File: src/rtl/core/edtc_pkg.sv
// Shared constants, state encoding and controller/datapath interface types
// for the edit distance compare block. No dependencies.
`timescale 1ns / 1ps

package edtc_pkg;

  localparam int MAX_LEN  = 512;
  localparam int LEN_W    = $clog2(MAX_LEN + 1);
  localparam int ADDR_W   = (MAX_LEN > 1) ? $clog2(MAX_LEN) : 1;
  localparam int FUNC_W   = 2;
  localparam int CHAR_W   = 8;
  localparam int THR_W    = 10;
  localparam int DIST_W   = 10;
  localparam int CMP_W    = (LEN_W > DIST_W) ? LEN_W : DIST_W;
  localparam int DIST_SAT = (1 << DIST_W) - 1;

  localparam logic [FUNC_W-1:0] FUNC_LOAD1   = 2'd0;
  localparam logic [FUNC_W-1:0] FUNC_LOAD2   = 2'd1;
  localparam logic [FUNC_W-1:0] FUNC_COMPARE = 2'd2;

  typedef enum logic [2:0] {
    ST_IDLE,
    ST_INIT,
    ST_ROW_START,
    ST_CELL_RD,
    ST_CELL_WR,
    ST_FINISH
  } edtc_state_t;

  typedef struct packed {
    logic start;
    logic init_step;
    logic row_start;
    logic cell_rd;
    logic cell_wr;
    logic finish;
  } edtc_cmd_t;

  typedef struct packed {
    logic n1_zero;
    logic n2_zero;
    logic init_last;
    logic col_last;
    logic row_last;
    logic out_free;
  } edtc_status_t;

endpackage

File: src/rtl/core/edtc_ctrl.sv
// Controller: sequences row init, the DP grid walk and result issue.
// Depends on edtc_pkg; commands edtc_datapath.
`timescale 1ns / 1ps

module edtc_ctrl import edtc_pkg::*; (
  input  logic         clk,
  input  logic         rst_n,
  input  logic         cmp_req,
  input  edtc_status_t status,
  output edtc_cmd_t    cmd,
  output logic         busy
);

  edtc_state_t state_r, state_nxt;

  always_ff @(posedge clk) begin
    if (!rst_n) begin
      state_r <= ST_IDLE;
    end else begin
      state_r <= state_nxt;
    end
  end

  always_comb begin
    state_nxt = state_r;
    cmd       = '0;
    unique case (state_r)
      ST_IDLE: begin
        if (cmp_req) begin
          cmd.start = 1'b1;
          state_nxt = (status.n1_zero || status.n2_zero) ? ST_FINISH : ST_INIT;
        end
      end
      ST_INIT: begin
        cmd.init_step = 1'b1;
        if (status.init_last) begin
          state_nxt = ST_ROW_START;
        end
      end
      ST_ROW_START: begin
        cmd.row_start = 1'b1;
        state_nxt     = ST_CELL_RD;
      end
      ST_CELL_RD: begin
        cmd.cell_rd = 1'b1;
        state_nxt   = ST_CELL_WR;
      end
      ST_CELL_WR: begin
        cmd.cell_wr = 1'b1;
        if (status.col_last) begin
          state_nxt = status.row_last ? ST_FINISH : ST_ROW_START;
        end else begin
          state_nxt = ST_CELL_RD;
        end
      end
      ST_FINISH: begin
        // hold until the result register is free
        if (status.out_free) begin
          cmd.finish = 1'b1;
          state_nxt  = ST_IDLE;
        end
      end
      default: begin
        state_nxt = ST_IDLE;
      end
    endcase
  end

  assign busy = (state_r != ST_IDLE);

endmodule

File: config.mk
export PLATFORM = sky130hd
export DESIGN_NAME = edtc_ctrl
export DESIGN_NICKNAME = d
export VERILOG_FILES = /design/src/rtl/core/edtc_pkg.sv /design/src/rtl/core/edtc_ctrl.sv
export SDC_FILE = /design/constraint.sdc
export NUM_CORES = 1
export LEC_CHECK = 0
export ABC_AREA = 1
export ABC_CLOCK_PERIOD_IN_PS = 1200
export BUFFER_PORTS_ARGS = -buffer_cell sky130_fd_sc_hd__buf_2
export CAP_MARGIN = 20
export CELL_PAD_IN_SITES_DETAIL_PLACEMENT = 1
export CELL_PAD_IN_SITES_GLOBAL_PLACEMENT = 2
export CORE_MARGIN = 8
export CORE_UTILIZATION = 17
export DETAILED_ROUTE_END_ITERATION = 10
export MAX_ROUTING_LAYER = met4
export PLACE_DENSITY = 0.68
export SLEW_MARGIN = 20
export SYNTH_ARGS = -nofsm -noshare
export SYNTH_HDL_FRONTEND = slang
export SYNTH_SLANG_ARGS = --single-unit
File: constraint.sdc
create_clock -name clk -period 1.2 [get_ports clk]
set_clock_uncertainty 0.1 [all_clocks]
set_input_delay 0.24 -clock clk [delete_from_list [all_inputs] [get_ports clk]]
set_output_delay 0.24 -clock clk [all_outputs]
set_load 0.005 [all_outputs]
==> summary.txt, run 1 <==
Global routing
  – GRT Total Usage: 6.81%
  – Global-route wire length before repair: 1650 µm
  – Number of antenna violations at the first check in global routing: 0
  – Gr ovfl total: 0
  – Number of global-route vias before repair: 392
  – Pin count of the biggest net entering global routing: 8

Synthesis
  – YS warnings: 0
  – Sequential element share of the synthesized area: 20.5%
  – #FFs+latches synth: 3
  – Top cells by area in the synthesized netlist: sky130_fd_sc_hd__dfxtp_1, sky130_fd_sc_hd__inv_1, sky130_fd_sc_hd__nand3_1
  – Fraction of post-synthesis cell area in the top cell type by area: 20.5%
  – Most area-hungry cell type in the Yosys netlist: sky130_fd_sc_hd__dfxtp_1
  – Total nets after synthesis: 56
  – Syn Std Cell Area: 293 µm²
  – Synth Instances: 47
  – Synth unique cells: 14
  – Avg Cell Area, Syn: 6.23 µm²

Floorplan
  – Effective utilization at floorplan: 17.5%
  – Number of placement rows: 15
  – Floorplan die height: 57.5 µm
  – Number of ports placed on the die boundary: 16
  – Core area: 1670 µm²
  – Width of the die: 57.5 µm
  – Die Outline Area: 3310 µm²

Placement
  – Area after DPL: 404 µm²
  – Routability cong.: 0.658
  – DPL Wire Length: 761 µm
  – Port Buffer Count: 15

STA
  – Worst slack on hold paths: 0.148 ns
  – Count of final max-slew check failures: 0
  – Final critical delay including setup and external delays: 1.35 ns
  – Setup slack of the critical path after layout: -0.149 ns
  – Max transition margin: 90.4%
  – Number of failing hold endpoints at the final stage: 0
  – Share of the clock period used by the worst path: 112%
  – Highest attainable clock frequency: 741 MHz
  – Tightest Pin Transition: 0.142 ns
  – Unrepaired setup endpoints after global routing: yes
  – Final setup violating endpoints: 10

Critical path
  – Endpoint of the worst register-to-register path: state_r[2]$_SDFFE_PN0P_
  – Delay of the slowest cell on the worst path: 0.37 ns
  – Critical path endpoint: cmd[0]
  – Count of buffering cells on the critical path with inverters included: 2
  – Crit path max fanout: 4
  – Cell with the largest stage delay on the worst path: sky130_fd_sc_hd__dfxtp_4
  – Critical path depth: 5
  – Crit end category: output pin
  – Cell type group with the largest total delay on the critical path: flip-flops
  – Startpoint-to-endpoint class of the critical path: register to output pin
  – Startpoint of the worst register-to-register path: state_r[0]$_SDFFE_PN0P_
  – Type of origin of the critical path: register
  – WP data required: 0.86 ns
  – Worst reg-to-reg setup slack: -0.11 ns
  – Startpoint of the most critical setup path: state_r[0]$_SDFFE_PN0P_
  – Crit path cell chain: inv_4, nor2_4, nand2_2, nor2_1, buf_2
  – Arrival time of data at the critical path endpoint: 1.01 ns
  – Worst r2r path cells: 9

Routing
  – Router iterations before antenna repair: 1
  – Detailed-route via count: 380
  – Residual DRC count: 0
  – Wire length per cell: 10.6 µm
  – Total Wirelength: 1000 µm
  – Initial DRC count: 0
  – Vias per cell: 4.00
  – Antenna Nets Post-Route: 0

Run
  – Max capacitance violation total: 0

Clock network
  – Clock Tree Buf Depth: 2
  – Worst-skew pair later-pin latency: 0.23 ns
  – CTS buffer count: 3
  – Clk sink count: 3
  – CTS HTree Levels: 1
  – CTS clock-pin slew for the worst setup and hold paths: 0.04 ns
  – Cell at the root of the clock tree: sky130_fd_sc_hd__clkbuf_4
  – CTS tree: done

Final layout
  – Area delta synth->final: 90.2%
  – Max reg flops: 3
  – Ratio of cells with drive above 1 in the final layout: 67.9%
  – Final instance area: 557 µm²
  – Net count, final: 88
  – Biggest register: state_r
  – Largest registers: state_r (3)
  – # diodes: 0

Power
  – Comb power frac: 64.9%
  – Power dissipated by switching net loads: 0.000469 W
  – Max IR drop VDD: 0.000741 V
  – Sequential share of power: 19.7%
  – Portion of total power attributed to the clock network: 15.4%
  – Int Pwr: 0.000669 W
  – Static Leak: 0.322 nW
  – Switching Fraction: 41.2%
  – Power density over the cells: 2040 nW/µm²

Min path
  – Worst hold path depth: 3
  – Class of the tightest hold or removal check: primary input to register

Status
  – Failing checks: negative setup slack
  – Run status: finished, violations left
logic make-up (layout without fill, tap and decap cells):
group	after synthesis	after routing	synth area share (%)
and+or+nand+nor	26	26	50.9
AOI/OAI and AO/OA	4	4	10.7
DFF	3	3	20.5
buffers and inverters	14	45	17.9
metrics by stage:
step                      utilization, %  instances  total power, W  TNS, ns  setup slack [ns]
after floorplan                        -         47        0.000485        0            0.0900
after global placement              24.2         81        0.000662  -0.0731           -0.0522
after detailed placement            24.2         81        0.000667  -0.0539           -0.0405
after CTS                           31.5         92         0.00106    -1.36            -0.185
after global routing                33.3         95         0.00125    -1.60            -0.229
final                               33.3         95         0.00114   -0.903            -0.149
cell usage after synthesis (all sizes together):
cell type / count
inv: 14
nand2: 9
nand3: 8
nor2: 8
dfxtp: 3
a21oi: 2
nor3: 1
o21a: 1
o21ai: 1
tightest hold or removal path: stages:
cell                      delay (ns)
sky130_fd_sc_hd__buf_2          0.10
sky130_fd_sc_hd__nand2_1        0.07
sky130_fd_sc_hd__a21oi_2        0.03
power by group through the flow:
stage | Sequential [W] | Combinational [W] | Clock (W)
2_1_floorplan | 0.000179 | 0.000306 | 0
3_3_place_gp | 0.000185 | 0.000476 | 0
3_5_place_dp | 0.000187 | 0.000480 | 0
4_1_cts | 0.000223 | 0.000648 | 0.000186
5_1_grt | 0.000234 | 0.000821 | 0.000192
6_report | 0.000225 | 0.000738 | 0.000175
worst min-delay path by stage:
| stage | from | endpoint | slack, ns |
|---|---|---|---|
| after floorplan | rst_n | state_r[1]$_SDFFE_PN0P_ | 0.27 |
| after global placement | rst_n | state_r[2]$_SDFFE_PN0P_ | 0.40 |
| after detailed placement | rst_n | state_r[0]$_SDFFE_PN0P_ | 0.40 |
| after CTS | rst_n | state_r[0]$_SDFFE_PN0P_ | 0.14 |
| after global routing | rst_n | state_r[0]$_SDFFE_PN0P_ | 0.15 |
| final | rst_n | state_r[0]$_SDFFE_PN0P_ | 0.15 |
final cells by class:
type,instances,area [µm²]
Sequential cell,3,71.3
Clock buffer,4,26.3
Inverter,14,60.1
Fill cell,223,1110
Tap cell,17,21.3
Timing Repair Buffer,27,169
Multi-Input combinational cell,30,209
what timing repair did:
| action | 4_1_cts | 5_1_grt |
|---|---|---|
| buffers inserted | 7 | 5 |
| endpoints found under the hold margin | 0 | 0 |
| endpoints found under the setup margin | 8 | 10 |
| pin swaps | 5 | 8 |
| resized for setup | 14 | 8 |
| hold buffers | 0 | 0 |
layer usage:
layer	routed length (µm)	part of all wire (%)	GRT usage [%]	vias up
li1	-	-	-	203
met1	402	40	6.16	167
met2	511	51	10.9	8
met3	82	8.2	3.81	2
met4	8	0.80	4.29	0
met5	0	0	-	-
cells in the final DEF, fill, tap and decap left out, drive strengths merged:
cell type	n
a21oi	2
clkbuf	4
nor3	1
o21a	1
nand2	9
inv	14
nand3	8
buf	27
dfxtp	3
o21ai	1
nor2	8
(Power assumes the default switching activity.)
==> inputs of run 2 (changes only) <==
Settings changed: CORE_MARGIN 8 to 2, TNS_END_PERCENT set to 10.
==> run 2 against run 1 <==
The run still ends with negative setup slack left. Setup slack worse by 0.028 ns. Sequential share of layout area increased by 1.6 points. Flip-flop and latch count stayed put. Critical path depth shrank 2. Non-clock buffer count down 9. Via count fell by 7.4%. Power is 21% lower. Routed wire length shrank 19%. Fmax is 2.1% lower. Die area down 37%. Final cell count is 11% lower. Largest cell class unchanged. Largest power group unchanged.
==> summary.txt, run 2 (same netlist as run 1, synthesis figures left out) <==
Status
  – Run status: finished, violations left
  – Failing checks: negative setup slack

Critical path
  – Crit end category: output pin
  – Crit path max fanout: 3 (-1)
  – Startpoint-to-endpoint class of the critical path: register to output pin
  – Arrival time of data at the critical path endpoint: 1.04 ns (+0.03 ns)
  – WP data required: 0.86 ns (about the same)
  – Crit path cell chain: buf_4, nor3_4, buf_2
  – Cell with the largest stage delay on the worst path: sky130_fd_sc_hd__dfxtp_4
  – Type of origin of the critical path: register
  – Delay of the slowest cell on the worst path: 0.35 ns (-0.02 ns)

STA
  – Setup slack of the critical path after layout: -0.177 ns (-0.0284 ns)
  – Highest attainable clock frequency: 726 MHz (-2.1%)
  – Final setup violating endpoints: 7 (-3)
  – Count of final max-slew check failures: 0 (unchanged)
  – Final critical delay including setup and external delays: 1.38 ns (+0.0284 ns)
  – Summed negative setup slack over all endpoints: -0.929 ns (-0.0253 ns)
  – Number of failing hold endpoints at the final stage: 0 (unchanged)
  – Share of the clock period used by the worst path: 115% (+2.4 points)
  – Unrepaired setup endpoints after global routing: yes
  – Tightest Pin Transition: 0.170 ns (+0.0276 ns)
  – Max transition margin: 88.5% (-1.9 points)

Clock network
  – Clk sink count: 3 (unchanged)
  – Cell at the root of the clock tree: sky130_fd_sc_hd__clkbuf_4
  – CTS tree: done
  – Total of hold buffers inserted after clock tree synthesis: 0 (unchanged)
  – CTS HTree Levels: 1 (unchanged)
  – CTS clock-pin slew for the worst setup and hold paths: 0.04 ns (about the same)
  – Count of buffers added by post-CTS timing repair for setup: 0 (-7)
  – Clock Tree Buf Depth: 2 (unchanged)
  – CTS buffer count: 3 (unchanged)
  – Worst-skew pair later-pin latency: 0.24 ns (about the same)

Routing
  – Residual DRC count: 0 (unchanged)
  – Antenna Nets Post-Route: 0 (unchanged)
  – Router iterations before antenna repair: 1 (unchanged)
  – Initial DRC count: 0 (unchanged)
  – Vias per cell: 4.14 (+3.5%)
  – Wire length per cell: 9.52 µm (-9.9%)
  – Total Wirelength: 809 µm (-19%)
  – Detailed-route via count: 352 (-7.4%)

Global routing
  – Global-route wire length before repair: 1390 µm (-16%)
  – Number of global-route vias before repair: 323 (-18%)
  – Number of antenna violations at the first check in global routing: 0 (unchanged)
  – Pin count of the biggest net entering global routing: 9 (+1)
  – Gr ovfl total: 0 (unchanged)
  – GRT Total Usage: 9.61% (+2.8 points)

Placement
  – DPL Wire Length: 670 µm (-12%)
  – Area after DPL: 410 µm² (+1.5%)
  – Port Buffer Count: 15 (unchanged)
  – Placed cells: 81 (unchanged)
  – Routability cong.: 0.649 (-1.4%)

Power
  – Total Power Consumption: 0.000900 W (-21%)
  – Max IR drop VDD: 0.000802 V (+8.2%)
  – Static Leak: 0.277 nW (-14%)
  – Power density over the cells: 1960 nW/µm² (-4.1%)

Final layout
  – Max reg flops: 3 (unchanged)
  – Final instance area: 459 µm² (-18%)
  – Layout Cells excl Fill: 85 (-11%)
  – Fill cell instance count of the final layout: 218 (-2.2%)
  – Core utilization of the finished layout: 29.5% (-3.9 points)
  – Leading cell type in the layout, fill and taps excluded: sky130_fd_sc_hd__buf_2
  – Top library cells by usage in the layout, fill and taps aside: sky130_fd_sc_hd__buf_2, sky130_fd_sc_hd__inv_1, sky130_fd_sc_hd__nand3_1, sky130_fd_sc_hd__nand2_1, sky130_fd_sc_hd__nor2_1
  – Area delta synth->final: 56.8%
  – # diodes: 0 (unchanged)
  – Net count, final: 79 (-10%)
  – Ratio of cells with drive above 1 in the final layout: 56.5% (-11 points)
  – Largest registers: state_r (3)
  – Biggest register: state_r

Min path
  – Class of the tightest hold or removal check: primary input to register

Floorplan
  – Core area: 1560 µm² (-6.7%)
  – Effective utilization at floorplan: 18.8% (+1.3 points)
  – Die Outline Area: 2070 µm² (-37%)
  – Width of the die: 45.5 µm (-21%)
  – Floorplan die height: 45.5 µm (-21%)
  – Number of ports placed on the die boundary: 16 (unchanged)
  – Number of placement rows: 14 (-1)

Run
  – Max capacitance violation total: 0 (unchanged)
-- run 2: changes by cell type in the layout (fill, tap and decap cells not counted), sizes merged --
cell / previous run / this run
buf: 27 / 18
-- run 2: worst max-delay path, delay by kind of cell (launching register included) --
kind / cells / cell delay (ns)
buffers and inverters: 2 / 0.28
DFF: 1 / 0.35
and+or+nand+nor: 1 / 0.17
-- run 2: worst paths after layout --
kind | startpoint | endpoint | slack, ns | depth (start not counted)
min reg2reg | state_r[2]$_SDFFE_PN0P_ | state_r[0]$_SDFFE_PN0P_ | 0.52 | 2
max reg2reg | state_r[0]$_SDFFE_PN0P_ | state_r[1]$_SDFFE_PN0P_ | 0.07 | 6
min | rst_n | state_r[0]$_SDFFE_PN0P_ | 0.14 | 3
max | state_r[0]$_SDFFE_PN0P_ | cmd[1] | -0.18 | 3
-- run 2: area by class of cell --
type	instances	area, µm²	area share, %
Clock buffer	4	26.3	5.72
Inverter	14	55.1	12.0
Multi-Input combinational cell	30	194	42.2
Sequential cell	3	66.3	14.4
Tap cell	16	20.0	4.36
Timing Repair Buffer	18	97.6	21.3
-- run 2: per-layer routing --
metal / global-route usage [%] / share of wire, % / vias up
li1: - / - / 185
met1: 11.9 / 43 / 155
met2: 14.1 / 48 / 10
met3: 2.38 / 7.4 / 2
met4: 5.29 / 0.99 / 0
met5: - / 0 / -
-- run 2: power breakdown --
part / switching (W) / internal [W]
clock network: 0.0000593 / 0.000125
registers: 0.0000560 / 0.000144
logic: 0.000284 / 0.000232
-- run 2: what timing repair did --
item / CTS / global route
endpoints found under the hold margin: 0 / 0
gates cloned: 0 / 0
setup endpoints to repair: 8 / 9
resized for setup: 7 / 1
-- run 2: metrics by stage --
| stage | hold WS [ns] | worst slack [ns] |
|---|---|---|
| 2_1_floorplan | 0.273 | 0.0900 |
| 3_3_place_gp | 0.392 | 0.0148 |
| 3_5_place_dp | 0.400 | -0.0148 |
| 4_1_cts | 0.139 | -0.206 |
| 5_1_grt | 0.148 | -0.273 |
| 6_report | 0.143 | -0.177 |
==> inputs of run 3 (changes only) <==
Settings changed: SETUP_SLACK_MARGIN set to 0.3.
==> run 3 against run 2 <==
Die area stayed put. Critical endpoint is now cmd[0]. The flow still finishes with violations (negative setup slack). Final area is 6.5% higher. Critical path type unchanged. Combinational power is 6.8% higher. Routed wire length is 2.1% lower. Non-clock buffer count is 3 higher. Highest routed layer unchanged. Critical path depth is 2 higher. Largest power group unchanged.
==> summary.txt, run 3 (same netlist as run 1, synthesis figures left out) <==
Status
  – Run status: finished, violations left
  – Failing checks: negative setup slack

Final layout
  – Multi-input gate area: 196 µm² (+1.3%)
  – Top library cells by usage in the layout, fill and taps aside: sky130_fd_sc_hd__buf_2, sky130_fd_sc_hd__inv_1, sky130_fd_sc_hd__nand3_1, sky130_fd_sc_hd__nand2_1, sky130_fd_sc_hd__buf_4
  – Net count, final: 82 (+3.8%)
  – Ratio of cells with drive above 1 in the final layout: 59.7% (+3.2 points)
  – Biggest register: state_r
  – Largest registers: state_r (3)
  – Leading cell type in the layout, fill and taps excluded: sky130_fd_sc_hd__buf_2
  – Final instance area: 489 µm² (+6.5%)
  – Max reg flops: 3 (unchanged)
  – Area occupied by registers: 68.8 µm² (+3.8%)
  – Area delta synth->final: 67.1%
  – # diodes: 0 (unchanged)
  – Fill cell instance count of the final layout: 207 (-5.0%)

Floorplan
  – Floorplan die height: 45.5 µm (unchanged)
  – Core area: 1560 µm² (unchanged)
  – Number of placement rows: 14 (unchanged)
  – Width of the die: 45.5 µm (unchanged)
  – Number of ports placed on the die boundary: 16 (unchanged)
  – Effective utilization at floorplan: 18.8% (unchanged)
  – Die Outline Area: 2070 µm² (unchanged)

Global routing
  – Number of global-route vias before repair: 321 (-0.62%)
  – GRT Total Usage: 8.92% (-0.68 points)
  – Gr ovfl total: 0 (unchanged)
  – Global-route wire length before repair: 1210 µm (-12%)
  – Pin count of the biggest net entering global routing: 9 (unchanged)
  – Number of antenna violations at the first check in global routing: 0 (unchanged)

Critical path
  – Type of origin of the critical path: register
  – Startpoint-to-endpoint class of the critical path: register to output pin
  – Crit path max fanout: 5 (+2)
  – Delay of the slowest cell on the worst path: 0.38 ns (+0.03 ns)
  – Crit end category: output pin
  – Arrival time of data at the critical path endpoint: 1.02 ns (-0.02 ns)
  – Cell with the largest stage delay on the worst path: sky130_fd_sc_hd__dfxtp_4
  – WP data required: 0.86 ns (about the same)
  – Crit path cell chain: inv_4, nor2_4, nand2_2, nor2_2, buf_2

STA
  – Worst slack on hold paths: 0.150 ns (+0.00743 ns)
  – Setup slack of the critical path after layout: -0.159 ns (+0.0185 ns)
  – Highest attainable clock frequency: 736 MHz (+1.4%)
  – Final critical delay including setup and external delays: 1.36 ns (-0.0185 ns)
  – Number of failing hold endpoints at the final stage: 0 (unchanged)
  – Unrepaired setup endpoints after global routing: yes
  – Share of the clock period used by the worst path: 113% (-1.5 points)
  – Max transition margin: 86.7% (-1.9 points)
  – Final setup violating endpoints: 10 (+3)
  – Count of final max-slew check failures: 0 (unchanged)
  – Tightest Pin Transition: 0.198 ns (+0.0276 ns)

Power
  – Total Power Consumption: 0.000945 W (+5.0%)
  – Max IR drop VDD: 0.000605 V (-25%)
  – Power density over the cells: 1930 nW/µm² (-1.5%)
  – Static Leak: 0.291 nW (+5.1%)

Clock network
  – CTS HTree Levels: 1 (unchanged)
  – Clock Tree Buf Depth: 2 (unchanged)
  – Total of hold buffers inserted after clock tree synthesis: 0 (unchanged)
  – CTS buffer count: 3 (unchanged)
  – Clk sink count: 3 (unchanged)
  – Worst-skew pair later-pin latency: 0.24 ns (about the same)
  – Cell at the root of the clock tree: sky130_fd_sc_hd__clkbuf_4
  – CTS clock-pin slew for the worst setup and hold paths: 0.04 ns (about the same)
  – CTS tree: done

Placement
  – Port Buffer Count: 15 (unchanged)
  – Routability cong.: 0.682 (+5.1%)
  – DPL Wire Length: 670 µm (+0.12%)
  – Area after DPL: 405 µm² (-1.2%)

Routing
  – Wire length per cell: 9.00 µm (-5.4%)
  – Detailed-route via count: 366 (+4.0%)
  – Antenna Nets Post-Route: 0 (unchanged)
  – Router iterations before antenna repair: 4 (+3)
  – Vias per cell: 4.16 (+0.43%)
  – Initial DRC count: 2 (+2)
  – Total Wirelength: 792 µm (-2.1%)
  – Residual DRC count: 0 (unchanged)

Run
  – Max capacitance violation total: 0 (unchanged)

Min path
  – Class of the tightest hold or removal check: primary input to register
run 3: cell types whose count changed in the layout (fill, tap and decap cells not counted):
cell	before	now
sky130_fd_sc_hd__dfxtp_4	1	2
sky130_fd_sc_hd__dfxtp_2	2	1
sky130_fd_sc_hd__inv_2	1	0
sky130_fd_sc_hd__buf_4	3	6
sky130_fd_sc_hd__nor2_2	1	2
sky130_fd_sc_hd__inv_4	1	2
sky130_fd_sc_hd__nor2_1	4	3
run 3: routing by layer:
| metal | vias up | global-route usage, % | wire length [µm] |
|---|---|---|---|
| met5 | - | - | 0 |
| met4 | 0 | 10.6 | 37 |
| met3 | 4 | 1.59 | 57 |
| met2 | 10 | 12.4 | 347 |
| met1 | 160 | 9.72 | 349 |
| li1 | 192 | - | - |
run 3: worst paths after layout:
path / start / to / slack (ns) / cells after the start
setup / recovery: state_r[0]$_SDFFE_PN0P_ / cmd[0] / -0.16 / 5
hold / removal: rst_n / state_r[1]$_SDFFE_PN0P_ / 0.15 / 3
setup reg to reg: state_r[0]$_SDFFE_PN0P_ / state_r[1]$_SDFFE_PN0P_ / -0.08 / 9
hold reg to reg: state_r[0]$_SDFFE_PN0P_ / state_r[0]$_SDFFE_PN0P_ / 0.50 / 2
run 3: cell type report:
type / instances / share of cell area, %
Clock buffer: 4 / 5.37
Inverter: 14 / 11.8
Multi-Input combinational cell: 30 / 40.2
Sequential cell: 3 / 14.1
Tap cell: 16 / 4.09
Timing Repair Buffer: 21 / 24.6
run 3: where the power goes:
group / internal, W / switching, W / total [W]
Combinational: 0.000270 / 0.000281 / 0.000551
Sequential: 0.000148 / 0.0000677 / 0.000215
Clock: 0.000125 / 0.0000545 / 0.000179
run 3: timing repair:
| action | in CTS | in global routing |
|---|---|---|
| buffers inserted | 4 | 1 |
| endpoints found under the setup margin | 10 | 10 |
| pin swaps | 4 | 5 |
| hold endpoints to repair | 0 | 0 |
| gates resized for setup | 1 | 6 |
run 3: critical path: cells and delay by family (launching register included):
family	cells	cell delay, ns
simple gates	3	0.25
flops	1	0.38
buf+inv	2	0.15
run 3: stage by stage:
stage	cells	setup WS [ns]	util, %	setup TNS (ns)
floorplan	47	0.148	-	0
global placement	79	0.0398	26.0	0
detailed placement	79	-0.00108	26.0	-0.00108
CTS	87	-0.234	29.8	-1.43
global route	88	-0.232	31.4	-1.67
finish	88	-0.159	31.4	-0.971
